[config.mk]
export PLATFORM = sky130hd
export DESIGN_NAME = lead_vehicle_speed_selector_flat
export DESIGN_NICKNAME = d
export VERILOG_FILES = /design/src/rtl/lvss_pkg.sv /design/src/rtl/lvss_vehicle_if.sv /design/src/rtl/lvss_result_if.sv /design/src/rtl/lvss_ctrl.sv /design/src/rtl/lvss_dp.sv /design/src/rtl/lead_vehicle_speed_selector.sv /design/src/flat_wrapper.sv
export SDC_FILE = /design/constraint.sdc
export NUM_CORES = 1
export LEC_CHECK = 0
export ABC_AREA = 1
export BUFFER_PORTS_ARGS = -buffer_cell sky130_fd_sc_hd__buf_2
export CAP_MARGIN = 20
export CELL_PAD_IN_SITES_DETAIL_PLACEMENT = 1
export CELL_PAD_IN_SITES_GLOBAL_PLACEMENT = 2
export CORE_MARGIN = 2
export CORE_UTILIZATION = 41
export CTS_BUF_LIST = sky130_fd_sc_hd__clkbuf_4
export DETAILED_ROUTE_END_ITERATION = 8
export GPL_ROUTABILITY_DRIVEN = 1
export GPL_TIMING_DRIVEN = 0
export PLACE_DENSITY_LB_ADDON = 0.15
export SLEW_MARGIN = 20
export SYNTH_ARGS = -nofsm -noshare
export SYNTH_HDL_FRONTEND = slang
export SYNTH_SLANG_ARGS = --single-unit
[constraint.sdc]
create_clock -name clk -period 6.9 [get_ports clk]
set_input_delay 1.38 -clock clk [delete_from_list [all_inputs] [get_ports clk]]
set_output_delay 1.38 -clock clk [all_outputs]
set_load 0.01 [all_outputs]
[src/rtl/lvss_pkg.sv]
`default_nettype none
package lvss_pkg;

    localparam int FRACTION_BITS = 4;

    localparam int LANE_W   = 2;
    localparam int POS_W    = 17;
    localparam int OFFSET_W = 10;
    localparam int VEL_W    = 11;
    localparam int TGT_W    = 11;
    localparam int GAP_W    = 13;
    localparam int SPD_W    = 10;
    localparam int LW_W     = 8;
    localparam int CFG_W    = 10;
    localparam int CFG_IDX_W = 1;

    localparam int SQ_W     = 2 * VEL_W;
    localparam int ROOT_W   = SQ_W / 2;
    localparam int REM_W    = ROOT_W + 3;
    localparam int STEP_W   = $clog2(ROOT_W);
    localparam int CTR_W    = LW_W + LANE_W;
    localparam int WIN_W    = CTR_W + 2;

    localparam logic [GAP_W-1:0] CLEAR_ROAD_GAP = GAP_W'(300 << FRACTION_BITS);
    localparam logic [GAP_W-1:0] NEAR_GAP       = GAP_W'(30 << FRACTION_BITS);
    localparam logic [GAP_W-1:0] CLOSE_GAP      = GAP_W'(20 << FRACTION_BITS);
    localparam logic [TGT_W-1:0] BACKOFF_SPEED  = TGT_W'(3 << FRACTION_BITS);
    localparam logic [WIN_W-1:0] HALF_WINDOW    = WIN_W'(2 << FRACTION_BITS);
    localparam logic [SPD_W-1:0] SPEED_MAX      = '1;

    localparam logic [SPD_W-1:0] TARGET_SPEED_RST = SPD_W'(348);
    localparam logic [LW_W-1:0]  LANE_WIDTH_RST   = LW_W'(64);

    localparam logic [CFG_IDX_W-1:0] CFG_TARGET_SPEED = 1'b0;
    localparam logic [CFG_IDX_W-1:0] CFG_LANE_WIDTH   = 1'b1;

    typedef enum logic [2:0] {
        ST_IDLE,
        ST_SQUARE,
        ST_SUM,
        ST_ROOT,
        ST_UPDATE
    } state_t;

    typedef struct packed {
        logic load;
        logic square;
        logic sum;
        logic root_step;
        logic update;
    } dp_cmd_t;

    typedef struct packed {
        logic root_last;
        logic final_item;
    } dp_status_t;

endpackage
`default_nettype wire

[src/rtl/lvss_vehicle_if.sv]
`default_nettype none
interface lvss_vehicle_if;
    import lvss_pkg::*;

    logic                       valid;
    logic                       ready;
    logic [LANE_W-1:0]          lane_index;
    logic [POS_W-1:0]           ego_position;
    logic signed [OFFSET_W-1:0] other_offset;
    logic signed [VEL_W-1:0]    other_vel_x;
    logic signed [VEL_W-1:0]    other_vel_y;
    logic [POS_W-1:0]           other_position;
    logic                       final_item;

    modport source (
        output valid, lane_index, ego_position, other_offset, other_vel_x,
               other_vel_y, other_position, final_item,
        input  ready
    );

    modport sink (
        input  valid, lane_index, ego_position, other_offset, other_vel_x,
               other_vel_y, other_position, final_item,
        output ready
    );
endinterface
`default_nettype wire

[src/rtl/lvss_result_if.sv]
`default_nettype none
interface lvss_result_if;
    import lvss_pkg::*;

    logic                    valid;
    logic                    ready;
    logic signed [TGT_W-1:0] speed_target;
    logic [GAP_W-1:0]        gap_ahead;
    logic [SPD_W-1:0]        lead_speed;

    modport source (
        output valid, speed_target, gap_ahead, lead_speed,
        input  ready
    );

    modport sink (
        input  valid, speed_target, gap_ahead, lead_speed,
        output ready
    );
endinterface
`default_nettype wire

[src/rtl/lvss_ctrl.sv]
`default_nettype none
module lvss_ctrl
    import lvss_pkg::*;
(
    input  wire logic       clk,
    input  wire logic       rst_n,
    input  wire logic       in_valid,
    output logic            in_ready,
    output logic            out_valid,
    input  wire logic       out_ready,
    input  wire dp_status_t status,
    output dp_cmd_t         cmd
);

    state_t state_reg, state_next;
    logic   out_valid_reg, out_valid_next;
    logic   slot_free;
    logic   emit;

    assign slot_free = !out_valid_reg || out_ready;
    assign in_ready  = (state_reg == ST_IDLE);
    assign out_valid = out_valid_reg;

    always_comb
    begin
        state_next = state_reg;
        unique case (state_reg)
            ST_IDLE:
            begin
                if (in_valid)
                    state_next = ST_SQUARE;
            end
            ST_SQUARE: state_next = ST_SUM;
            ST_SUM:    state_next = ST_ROOT;
            ST_ROOT:
            begin
                if (status.root_last)
                    state_next = ST_UPDATE;
            end
            ST_UPDATE:
            begin
                if (!status.final_item || slot_free)
                    state_next = ST_IDLE;
            end
            default:   state_next = ST_IDLE;
        endcase
    end

    always_comb
    begin
        cmd = '0;
        emit = 1'b0;
        unique case (state_reg)
            ST_IDLE:   cmd.load = in_valid;
            ST_SQUARE: cmd.square = 1'b1;
            ST_SUM:    cmd.sum = 1'b1;
            ST_ROOT:   cmd.root_step = 1'b1;
            ST_UPDATE:
            begin
                cmd.update = !status.final_item || slot_free;
                emit       = status.final_item && slot_free;
            end
            default:   cmd = '0;
        endcase
    end

    always_comb
    begin
        out_valid_next = out_valid_reg;
        if (out_ready)
            out_valid_next = 1'b0;
        if (emit)
            out_valid_next = 1'b1;
    end

    always_ff @(posedge clk or negedge rst_n)
    begin
        if (!rst_n)
        begin
            state_reg     <= ST_IDLE;
            out_valid_reg <= 1'b0;
        end
        else
        begin
            state_reg     <= state_next;
            out_valid_reg <= out_valid_next;
        end
    end

endmodule
`default_nettype wire

[src/rtl/lvss_dp.sv]
`default_nettype none
module lvss_dp
    import lvss_pkg::*;
(
    input  wire logic                       clk,
    input  wire logic                       rst_n,
    input  wire dp_cmd_t                    cmd,
    output dp_status_t                      status,
    input  wire logic                       cfg_we,
    input  wire logic [CFG_IDX_W-1:0]       cfg_index,
    input  wire logic [CFG_W-1:0]           cfg_data,
    input  wire logic [LANE_W-1:0]          lane_index,
    input  wire logic [POS_W-1:0]           ego_position,
    input  wire logic signed [OFFSET_W-1:0] other_offset,
    input  wire logic signed [VEL_W-1:0]    other_vel_x,
    input  wire logic signed [VEL_W-1:0]    other_vel_y,
    input  wire logic [POS_W-1:0]           other_position,
    input  wire logic                       final_item,
    output logic signed [TGT_W-1:0]         speed_target,
    output logic [GAP_W-1:0]                gap_ahead,
    output logic [SPD_W-1:0]                lead_speed
);

    // configuration and running minimum (control-like, reset)
    logic [SPD_W-1:0] target_speed_reg;
    logic [LW_W-1:0]  lane_width_reg;
    logic [GAP_W-1:0] min_gap_reg, min_gap_next;
    logic [SPD_W-1:0] min_spd_reg, min_spd_next;

    // captured item
    logic [LANE_W-1:0]          lane_reg;
    logic [POS_W-1:0]           ego_reg;
    logic [POS_W-1:0]           pos_reg;
    logic signed [OFFSET_W-1:0] d_reg;
    logic signed [VEL_W-1:0]    vx_reg;
    logic signed [VEL_W-1:0]    vy_reg;
    logic                       final_reg;

    logic [SQ_W-1:0]   sqx_reg, sqy_reg;
    logic              hit_reg;
    logic [POS_W-1:0]  gap_reg;
    logic [SQ_W-1:0]   n_reg;
    logic [ROOT_W-1:0] root_reg;
    logic [REM_W-1:0]  rem_reg;
    logic [STEP_W-1:0] step_reg;

    logic signed [TGT_W-1:0] tgt_out_reg;
    logic [GAP_W-1:0]        gap_out_reg;
    logic [SPD_W-1:0]        spd_out_reg;

    // lane window
    logic [CTR_W-1:0]        center;
    logic signed [WIN_W-1:0] center_s, win_lo, win_hi, d_ext;
    logic                    in_window, ahead;

    assign center   = CTR_W'(lane_width_reg * lane_reg) + CTR_W'(lane_width_reg >> 1);
    assign center_s = signed'(WIN_W'(center));
    assign win_lo   = center_s - signed'(HALF_WINDOW);
    assign win_hi   = center_s + signed'(HALF_WINDOW);
    assign d_ext    = WIN_W'(d_reg);
    assign in_window = (d_ext > win_lo) && (d_ext < win_hi);
    assign ahead     = pos_reg > ego_reg;

    // one result bit per step, two radicand bits consumed per step
    logic [REM_W+1:0] rem_shift, trial;
    logic             take;

    assign rem_shift = {rem_reg, n_reg[SQ_W-1 -: 2]};
    assign trial     = (REM_W+2)'({root_reg, 2'b01});
    assign take      = rem_shift >= trial;

    // running minimum update
    logic [SPD_W-1:0] spd_sat;

    assign spd_sat = (root_reg > ROOT_W'(SPEED_MAX)) ? SPEED_MAX : root_reg[SPD_W-1:0];

    always_comb
    begin
        min_gap_next = min_gap_reg;
        min_spd_next = min_spd_reg;
        if (hit_reg)
        begin
            if (gap_reg < POS_W'(min_gap_reg))
                min_gap_next = gap_reg[GAP_W-1:0];
            if (spd_sat < min_spd_reg)
                min_spd_next = spd_sat;
        end
    end

    logic signed [TGT_W-1:0] tgt_calc;

    always_comb
    begin
        priority if (min_gap_next < CLOSE_GAP)
            tgt_calc = signed'(TGT_W'(min_spd_next)) - signed'(BACKOFF_SPEED);
        else if (min_gap_next < NEAR_GAP)
            tgt_calc = signed'(TGT_W'(min_spd_next));
        else
            tgt_calc = signed'(TGT_W'(target_speed_reg));
    end

    always_ff @(posedge clk or negedge rst_n)
    begin
        if (!rst_n)
        begin
            target_speed_reg <= TARGET_SPEED_RST;
            lane_width_reg   <= LANE_WIDTH_RST;
            min_gap_reg      <= CLEAR_ROAD_GAP;
            min_spd_reg      <= TARGET_SPEED_RST;
            step_reg         <= '0;
        end
        else
        begin
            if (cfg_we)
            begin
                unique case (cfg_index)
                    CFG_TARGET_SPEED:
                    begin
                        target_speed_reg <= cfg_data[SPD_W-1:0];
                        min_spd_reg      <= cfg_data[SPD_W-1:0];
                    end
                    CFG_LANE_WIDTH:   lane_width_reg <= cfg_data[LW_W-1:0];
                    default:          ;
                endcase
            end
            if (cmd.sum)
                step_reg <= STEP_W'(ROOT_W - 1);
            else if (cmd.root_step)
                step_reg <= step_reg - 1'b1;
            if (cmd.update)
            begin
                if (final_reg)
                begin
                    min_gap_reg <= CLEAR_ROAD_GAP;
                    min_spd_reg <= target_speed_reg;
                end
                else
                begin
                    min_gap_reg <= min_gap_next;
                    min_spd_reg <= min_spd_next;
                end
            end
        end
    end

    always_ff @(posedge clk)
    begin
        if (cmd.load)
        begin
            lane_reg  <= lane_index;
            ego_reg   <= ego_position;
            pos_reg   <= other_position;
            d_reg     <= other_offset;
            vx_reg    <= other_vel_x;
            vy_reg    <= other_vel_y;
            final_reg <= final_item;
        end
        if (cmd.square)
        begin
            sqx_reg <= SQ_W'(vx_reg * vx_reg);
            sqy_reg <= SQ_W'(vy_reg * vy_reg);
            hit_reg <= in_window && ahead;
            gap_reg <= pos_reg - ego_reg;
        end
        if (cmd.sum)
        begin
            n_reg    <= sqx_reg + sqy_reg;
            root_reg <= '0;
            rem_reg  <= '0;
        end
        if (cmd.root_step)
        begin
            n_reg <= n_reg << 2;
            if (take)
            begin
                rem_reg  <= REM_W'(rem_shift - trial);
                root_reg <= {root_reg[ROOT_W-2:0], 1'b1};
            end
            else
            begin
                rem_reg  <= rem_shift[REM_W-1:0];
                root_reg <= {root_reg[ROOT_W-2:0], 1'b0};
            end
        end
        if (cmd.update && final_reg)
        begin
            tgt_out_reg <= tgt_calc;
            gap_out_reg <= min_gap_next;
            spd_out_reg <= min_spd_next;
        end
    end

    assign status.root_last  = (step_reg == '0);
    assign status.final_item = final_reg;

    assign speed_target = tgt_out_reg;
    assign gap_ahead    = gap_out_reg;
    assign lead_speed   = spd_out_reg;

endmodule
`default_nettype wire

[src/rtl/lead_vehicle_speed_selector.sv]
`default_nettype none
// Lead vehicle speed selector. One tracked vehicle per vehicle transaction; vehicles
// inside the evaluated lane window (center +-2 m) and ahead of the ego update the
// smallest gap and lowest speed magnitude. The transaction flagged final_item yields one
// result transaction (speed target, gap, lead speed) and restarts the list. Each vehicle
// passes capture, square, sum, an 11-bit bit-serial square root and update in turn, and
// no new vehicle is taken before that update step. A result waits in an output register
// while the next list is accepted; a final vehicle holds its update step only while an
// earlier result has not yet been taken. Writing target_speed also reloads the running
// lead speed; the user sees that configuration is written between lists (not enforced).
module lead_vehicle_speed_selector
    import lvss_pkg::*;
(
    input  wire logic                 clk,
    input  wire logic                 rst_n,
    lvss_vehicle_if.sink              vehicle,
    lvss_result_if.source             result,
    input  wire logic                 cfg_we,
    input  wire logic [CFG_IDX_W-1:0] cfg_index,
    input  wire logic [CFG_W-1:0]     cfg_data
);

    dp_cmd_t    cmd;
    dp_status_t status;

    lvss_ctrl u_ctrl (
        .clk       (clk),
        .rst_n     (rst_n),
        .in_valid  (vehicle.valid),
        .in_ready  (vehicle.ready),
        .out_valid (result.valid),
        .out_ready (result.ready),
        .status    (status),
        .cmd       (cmd)
    );

    lvss_dp u_dp (
        .clk            (clk),
        .rst_n          (rst_n),
        .cmd            (cmd),
        .status         (status),
        .cfg_we         (cfg_we),
        .cfg_index      (cfg_index),
        .cfg_data       (cfg_data),
        .lane_index     (vehicle.lane_index),
        .ego_position   (vehicle.ego_position),
        .other_offset   (vehicle.other_offset),
        .other_vel_x    (vehicle.other_vel_x),
        .other_vel_y    (vehicle.other_vel_y),
        .other_position (vehicle.other_position),
        .final_item     (vehicle.final_item),
        .speed_target   (result.speed_target),
        .gap_ahead      (result.gap_ahead),
        .lead_speed     (result.lead_speed)
    );

endmodule
`default_nettype wire
[src/flat_wrapper.sv]
// flat-port wrapper written by rule: the top's interface ports become plain ports
module lead_vehicle_speed_selector_flat import lvss_pkg::*;
  (clk, rst_n, cfg_we, cfg_index, cfg_data, vehicle_valid, vehicle_lane_index, vehicle_ego_position, vehicle_other_offset, vehicle_other_vel_x, vehicle_other_vel_y, vehicle_other_position, vehicle_final_item, vehicle_ready, result_valid, result_speed_target, result_gap_ahead, result_lead_speed, result_ready);
  lvss_vehicle_if vehicle_i ();
  lvss_result_if result_i ();
  input  wire logic clk;
  input  wire logic rst_n;
  input  wire logic cfg_we;
  input  wire logic [CFG_IDX_W-1:0] cfg_index;
  input  wire logic [CFG_W-1:0] cfg_data;
  input wire logic [$bits(vehicle_i.valid)-1:0] vehicle_valid;
  input wire logic [$bits(vehicle_i.lane_index)-1:0] vehicle_lane_index;
  input wire logic [$bits(vehicle_i.ego_position)-1:0] vehicle_ego_position;
  input wire logic [$bits(vehicle_i.other_offset)-1:0] vehicle_other_offset;
  input wire logic [$bits(vehicle_i.other_vel_x)-1:0] vehicle_other_vel_x;
  input wire logic [$bits(vehicle_i.other_vel_y)-1:0] vehicle_other_vel_y;
  input wire logic [$bits(vehicle_i.other_position)-1:0] vehicle_other_position;
  input wire logic [$bits(vehicle_i.final_item)-1:0] vehicle_final_item;
  output wire logic [$bits(vehicle_i.ready)-1:0] vehicle_ready;
  output wire logic [$bits(result_i.valid)-1:0] result_valid;
  output wire logic [$bits(result_i.speed_target)-1:0] result_speed_target;
  output wire logic [$bits(result_i.gap_ahead)-1:0] result_gap_ahead;
  output wire logic [$bits(result_i.lead_speed)-1:0] result_lead_speed;
  input wire logic [$bits(result_i.ready)-1:0] result_ready;
  assign vehicle_i.valid = vehicle_valid;
  assign vehicle_i.lane_index = vehicle_lane_index;
  assign vehicle_i.ego_position = vehicle_ego_position;
  assign vehicle_i.other_offset = vehicle_other_offset;
  assign vehicle_i.other_vel_x = vehicle_other_vel_x;
  assign vehicle_i.other_vel_y = vehicle_other_vel_y;
  assign vehicle_i.other_position = vehicle_other_position;
  assign vehicle_i.final_item = vehicle_final_item;
  assign vehicle_ready = vehicle_i.ready;
  assign result_valid = result_i.valid;
  assign result_speed_target = result_i.speed_target;
  assign result_gap_ahead = result_i.gap_ahead;
  assign result_lead_speed = result_i.lead_speed;
  assign result_i.ready = result_ready;
  lead_vehicle_speed_selector u_core (.clk(clk), .rst_n(rst_n), .vehicle(vehicle_i), .result(result_i), .cfg_we(cfg_we), .cfg_index(cfg_index), .cfg_data(cfg_data));
endmodule
[Yosys cells after proc, flatten, opt, wreduce, memory -nomap -nowiden]
Cells that the tools add are included.
Word-level totals
  input bits: 85
  output and inout port bits: 36
  bits in registers: 261
  word-level logic and storage cells: 105
Cells by class
  $add $sub $neg: 8
  eq/ne operators: 8
  muxes and demuxes: 34
  reduce and logical (&&, ||, !) cells: 17
  bitwise gates (word level): 1
  multiply operators: 3
  magnitude comparators: 9
Operators by type and width (number)
  $mux 10: 8
  $mul 11x11->22: 2
  $mux 22: 2
  $mux 14: 3
  $mux 13: 3
  $mux 11: 3
  $lt 13x9->1 const B: 2
  $add 22x22->22: 1
  $sub 10x6->11 const B: 2
  $gt 17x17->1: 1
  $lt 17x13->1: 1
  $sub 17x17->17: 1
  $ge 16x13->1: 1
  $pmux 3 s5: 1
  $sub 14x13->14: 1
  $lt 10x12->1: 1
  $add 10x6->11 const B: 1
  $gt 10x11->1: 1
  $gt 11x10->1 const B: 1
  $add 10x7->10: 1
  $lt 10x10->1: 1
  $mul 8x2->10: 1
  $mux 1: 9
  $mux 3: 3
  other kinds (16): 29

[Logic depth before layout (Yosys ltp)]
Gate-level depths: netlist of the first run.
  word-level depth: 7
  mapped depth: 27
  depth with buffers taken out: 26

[Cells and area by module]
Synthesis of the first run repeated with hierarchy kept, for this count alone.
Unflattened totals
  cells, all modules: 2464
  area, all modules: 22469.0 µm²
By module, submodules not included
  lvss_dp: area an instance 22210.1 µm², cells an instance 2428, instances 1
  lvss_ctrl: area an instance 259.0 µm², cells an instance 36, instances 1

[Least setup slack after synthesis of the first run]
Ideal clock, no wire load.
  path kind: input to register
  from: input port vehicle_valid
  to: register u_core.u_dp.d_reg[0] (enable)
  required time: 6319 ps
  arrival time: 6097 ps
  stages on the path: 2
  slack: 222 ps
  cell sequence: inv_1 -> nor3_1
RTL lines
  start: declaration: line flat_wrapper.sv:11  | input wire logic [$bits(vehicle_i.valid)-1:0] vehicle_valid;
  end signal: assignment: line lvss_dp.sv:153  | d_reg <= other_offset;
  end: declaration: line lvss_dp.sv:34  | logic signed [OFFSET_W-1:0] d_reg;

[Worst setup path in the final report of the first run]
  from: register u_core.u_dp.vx_reg[10]
  to: register u_core.u_dp.sqx_reg[21] (data pin)
Between the ends
  cells in the longest elaborated chain, start to end: 1
RTL lines
  start: declaration: line lvss_dp.sv:35  | logic signed [VEL_W-1:0] vx_reg;
  start signal: assignment: line lvss_dp.sv:154  | vx_reg <= other_vel_x;
  $mul 11x11->22: line lvss_dp.sv:160  | sqx_reg <= SQ_W'(vx_reg * vx_reg);
  end signal: assignment: line lvss_dp.sv:160
  end: declaration: line lvss_dp.sv:39  | logic [SQ_W-1:0] sqx_reg, sqy_reg;
Every way passes these cells.
A chain may end at the register's enable or synchronous reset.

==> impl_metrics.toml, run 1 <==
[run_status]
status = "complete, no violations"

[final_layout]
fin_cells = 3426
area_growth_pct = 12.3
final_nets = 3160
final_util_pct = 46.6
n_fill_cell = 6380
drive_gt1_share_pct = 11.8
layout_common_cells = "inv_1, nand2_1, fa_1, edfxtp_1, ha_1"
layout_commonest_cell = "inv_1"
largest_register_ff_count = 22

[worst_setup_path]
crit_type = "reg -> reg"
r2r-start = "u_core.u_dp.vx_reg[10]"
critPathCaptureType = "flop"
slowest_delay_ps = 760
cp_top_family = "adder cells"
cp_common_cell = "fa_1"
path_cells = "clkbuf_1 > nand2_1 > fa_1 > inv_1 > fa_1 > fa_1 > fa_1 > inv_1 > fa_1 > inv_1 > ha_1 > nand2_1 > nor3_1 > nand4_1 > nor3_1 > a2111oi_0 > xor2_1"
setup.worst_path.start = "u_core.u_dp.vx_reg[10]"
crit_buf_inv = 4
critPathRequiredTime_ps = 7370
crit_fanout = 10
critPathSlowestCell = "fa_1"
critPathArrivalTime_ps = 6710
worstSetupStartpointType = "flop"

[floorplanning]
die_area_mm2 = 0.0565
ioPinCount = 121
rows = 85
core_area_mm2 = 0.0539
die_x_um = 238
die_h_um = 238
start_util_pct = 41.5

[routing]
wirelength_mm = 54.8
drt_iter0_markers = 616
routed_via_density = 4.90
num_vias = 16800
wl_per_cell_um = 16.0
drc = 0
drt-pass1-iter-count = 4
ant_nets = 0

[synthesis]
muxShareOfSynthArea_pct = 0.352
syn_area_mm2 = 0.0224
synth-adder-area-share_pct = 30.2
synth_seq_cells = 259
synth.avg_cell_area_um2 = 9.15
synth_ff_type = "edfxtp_1"
yosys_warnings = 0
async_flop_share_pct = 18.9
synth_edf_count = 208
synth_top_cells_by_area = "edfxtp_1, fa_1, ha_1, inv_1, nand2_1"
yosysTopAreaCell = "edfxtp_1"
yosysSeqAreaShare_pct = 33.6
synth.distinct_cells = 54
synth_top_area_share_pct = 27.9
syn_nets = 2942
synth_top_family_by_area = "adder cells"
synth_compound_area_share_pct = 8.31
post_synth_inst_count = 2447
synth-xor-area-share_pct = 3.68
synth-simple-area-share_pct = 13.1

[sta]
worst_pin_slew_ps = 773
hold-worst-slack_ps = 488
finClkSkew_ps = 35.6
fin_crit_sh_pct = 90.5
fin_ws_ps = 653
period_needed_ps = 6250
rsz0062_at_grt = "false"
max-slew-margin-rel_pct = 47.9
slew_viol_final = 0
finalHoldViolCount = 0
maxClockFrequency_ghz = 0.160
setup_viol = 0

[global_route]
grt_pass1_vias = 18700
grt_pass1_wl_mm = 93.1
overflow = 0
antenna_found_initial = 1
grtUsageTotal_pct = 20.6
grt_max_degree = 50

[placement]
portBuffers = 120
dp_slack_ps = 668
globalplace.congestion = 0.817
dp_hpwl_mm = 44.7
numPlacedInstances = 3280

[cts]
htreeDepth = 3
path_clk_slew_ps = 60
post_cts_buffers = 0
cts-resized-gates = 0
ctsHoldBuffers = 0
cts_root_buf = "clkbuf_4"
cts_buffers = 79
cts_buffer_depth = 3
cts_tree = "yes"
clkLatencyLatePin_ps = 790
clock_sinks = 259

[hold_path]
hold_class = "reg -> reg"
hp-start = "u_core.u_dp.n_reg[1]"

[job]
maxCapViolCount = 0
## logic make-up (layout without fill, tap and decap cells)
group | after synthesis | in the layout
AO/OA/AOI/OAI | 337 | 337
XOR/XNOR | 94 | 94
adder cells (fa/ha/maj) | 410 | 410
buffers and inverters | 634 | 916
flip-flops | 259 | 259
multiplexers | 7 | 7
other | 0 | 1
AND/OR/NAND/NOR | 706 | 706
## path summary, 6_finish.rpt
path / to / slack (ps) / cells past startpoint
min in group asynchronous: u_core.u_dp.lane_width_reg[5] / 650 / 1
setup / recovery: u_core.u_dp.sqx_reg[21] / 650 / 17
hold reg to reg: u_core.u_dp.n_reg[1] / 490 / 2
max in group asynchronous: u_core.u_dp.step_reg[3] / 5730 / 1
setup reg to reg: u_core.u_dp.sqx_reg[21] / 650 / 17
hold / removal: u_core.u_dp.n_reg[1] / 490 / 2
## synth_stat cells (3+ instances only)
cell type	instances
a211oi_1	5
a21boi_0	3
a21o_1	7
a21oi_1	141
a21oi_2	4
a31oi_1	6
buf_1	3
buf_2	4
clkbuf_1	39
dfrtp_1	34
dfstp_2	15
edfxtp_1	208
fa_1	218
ha_1	192
inv_1	584
mux2_2	7
nand2_1	460
nand2_2	6
nand2_4	3
nand3_1	42
nand4_1	25
nor2_1	136
nor3_1	16
nor4_1	4
o21ai_0	132
o21bai_1	13
o22ai_1	3
o31ai_1	8
or2_2	5
xnor2_1	33
xor2_1	61
## layer usage
metal	part of all wire [%]	GRT usage [%]
met5	0	0
met4	2.2	6.48
met3	3.0	3.00
met2	52	37.7
met1	43	24.9
## tightest hold or removal path, stage by stage (launching register included)
cell     delay, ps
dfxtp_1        290
inv_1           60
o21ai_0         80
## final cells by class
cell class	instances	area (um^2)	area share, %
multi-input cells	1554	12500	49.6
flip-flops and latches	259	7530	30.0
inverters	586	2200	8.75
clock buffers	117	878	3.49
well taps	696	871	3.46
repair buffers	137	779	3.10
clock inverters	28	203	0.806
plain buffers	48	200	0.796
diodes	1	2.50	0.00995
## through the flow
stage,area [um^2],TNS [ps]
after global placement,23900,-231320
after global routing,25100,0
after floorplan,22400,0
after CTS,25100,0
final,25100,0
after detailed placement,24100,0
Power of run 1 is not shown: default switching activity piles up to over one toggle a cycle in this logic, so the estimate is an artifact.
==> run 2: changes to the inputs <==
- CORE_UTILIZATION: 41 -> 37
- clock period: 6.9 -> 5.6 ns (I/O delays scaled with it)
==> run 2 against run 1 <==
Against the previous run:
- worst hold slack worse by 99 ps
- cell count is 2.9% higher
- count of clock-buffer cells in the layout is 4 lower
- first-iteration DRC count is 2.4% higher
- non-clock buffer count is 22 higher
- critical path depth is 1 higher
- via count is 0.12% lower
- critical path type unchanged
- largest cell class unchanged
==> impl_metrics.toml, run 2 (same netlist as run 1, synthesis figures left out) <==
[cts]
cts_buffer_depth = 3
clkLatencyLatePin_ps = 790
clock_sinks = 259
cts_buffers = 79
cts_root_buf = "clkbuf_4"
path_clk_slew_ps = 70
htreeDepth = 3
cts_tree = "yes"

[run_status]
status = "complete, no violations"

[routing]
ant_nets = 0
route.met3.wl_mm = 1.84
drt-pass1-iter-count = 4
num_vias = 16800
wirelength_mm = 56.0
met2_length_mm = 29.0
top_layer = "met4"
routed_via_density = 4.75
drt_iter0_markers = 631
wl_met1_mm = 24.2
drc = 0
wl_per_cell_um = 15.9

[placement]
numPlacedInstances = 3363
portBuffers = 120
globalplace.congestion = 0.814
dp_hpwl_mm = 45.5
dpl-instance-area_mm2 = 0.0242

[worst_setup_path]
r2r_setup_slack_ps = 210
r2r-start = "u_core.u_dp.vx_reg[10]"
critPathArrivalTime_ps = 5890
path_cells = "buf_6 > nand2_1 > inv_2 > fa_2 > fa_2 > buf_4 > fa_1 > inv_1 > fa_1 > inv_1 > fa_1 > ha_4 > inv_1 > nor3_4 > nand4_1 > nor3_2 > a2111oi_2 > xor2_1"
crit_fanout = 5
cp_top_family = "adder cells"
critPathRequiredTime_ps = 6100
crit_type = "reg -> reg"
worstSetupStartpointType = "flop"
critPathSlowestCell = "fa_2"
slowest_delay_ps = 640
crit_buf_inv = 6
reg2reg_depth = 18
critPathCaptureType = "flop"
r2r_end = "u_core.u_dp.sqx_reg[21]"

[floorplanning]
die_area_mm2 = 0.0625
rows = 90
die_h_um = 250
start_util_pct = 37.2
die_x_um = 250
ioPinCount = 121
core_area_mm2 = 0.0601

[final_layout]
multiInputGateArea_mm2 = 0.0127
final_util_pct = 42.6
final_nets = 3182
largest_register_ff_count = 22
layout_common_cells = "inv_1, nand2_1, fa_1, edfxtp_1, ha_1"
drive_gt1_share_pct = 14.5
fin_cells = 3527
area_growth_pct = 14.5
fin_area_mm2 = 0.0256
n_fill_cell = 7093
layout_commonest_cell = "inv_1"
seq_area_mm2 = 0.00753

[sta]
hold-worst-slack_ps = 388
fin_crit_sh_pct = 96.3
setup_viol = 0
max-slew-margin-rel_pct = 47.1
slew_viol_final = 0
finalHoldViolCount = 0
finClkSkew_ps = 63.1
period_needed_ps = 5390
rsz0062_at_grt = "true"
worst_pin_slew_ps = 790
maxClockFrequency_ghz = 0.185

[hold_path]
hold_class = "in -> async"

[global_route]
antenna_found_initial = 1
overflow = 0
grtUsageTotal_pct = 18.7
grt_max_degree = 50
grt_pass1_vias = 18600
grt_pass1_wl_mm = 93.9

[job]
maxCapViolCount = 0
run 2: cell count changes in the layout (fill, tap and decap cells not counted), moves of 5 or more:
cell / change
ha_1: -8
o21ai_0: -11
o21ai_1: +8
inv_1: -5
buf_4: +24
a21oi_2: +8
fa_1: -7
clkbuf_1: -22
a21oi_1: -8
fa_2: +7
ha_4: +6
run 2: worst reg2reg max path: cells and delay by family (launching register included):
family / cells / cell delay (ps)
AOI/OAI and AO/OA: 1 / 100
xor gates and xnor gates: 1 / 170
adders and majority gates: 6 / 2990
buffers and inverters: 6 / 590
DFF: 1 / 430
and+or+nand+nor: 4 / 810
run 2: worst max-delay path by stage:
stage,from,cells past startpoint,end,slack [ps]
after floorplan,u_core.u_dp.vx_reg[10],20,u_core.u_dp.sqx_reg[19],290
after global placement,u_core.u_ctrl.state_reg[2],1,u_core.u_dp.sqx_reg[20],-1360
after detailed placement,u_core.u_dp.vx_reg[10],17,u_core.u_dp.sqx_reg[21],-630
after CTS,u_core.u_dp.vy_reg[2],21,u_core.u_dp.sqy_reg[21],4
after global routing,u_core.u_dp.vx_reg[10],22,u_core.u_dp.sqx_reg[19],-60
final,u_core.u_dp.vx_reg[10],18,u_core.u_dp.sqx_reg[21],210
run 2: metal layers:
metal	GRT usage, %	vias up
met2	33.9	189
li1	-	8214
met4	5.36	0
met1	22.8	8289
met5	0	-
met3	3.05	65
run 2: repair_timing:
item	4_1_cts	5_1_grt
cloned	0	0
hold buffers	0	0
pin swaps	2	21
setup buffers	12	13
setup endpoints to repair	14	14
gates resized for setup	41	82
run 2: stage by stage:
| stage | TNS (ps) | setup WS, ps |
|---|---|---|
| finish | 0 | 206 |
| global placement | -175530 | -1360 |
| detailed placement | -3290 | -634 |
| floorplan | 0 | 291 |
| global route | -81.5 | -55.5 |
| CTS | 0 | 4.32 |
run 2: cell type report:
class | count | area share [%]
inverter | 586 | 8.59
timing repair buffer | 159 | 3.85
clock buffer | 113 | 3.31
tap | 782 | 3.82
sequential | 259 | 29.4
multi-input combinational | 1554 | 49.4
clock inverter | 25 | 0.532
buffer | 48 | 1.10
antenna | 1 | 0.00976
Power of run 2 is left out for the same reason.
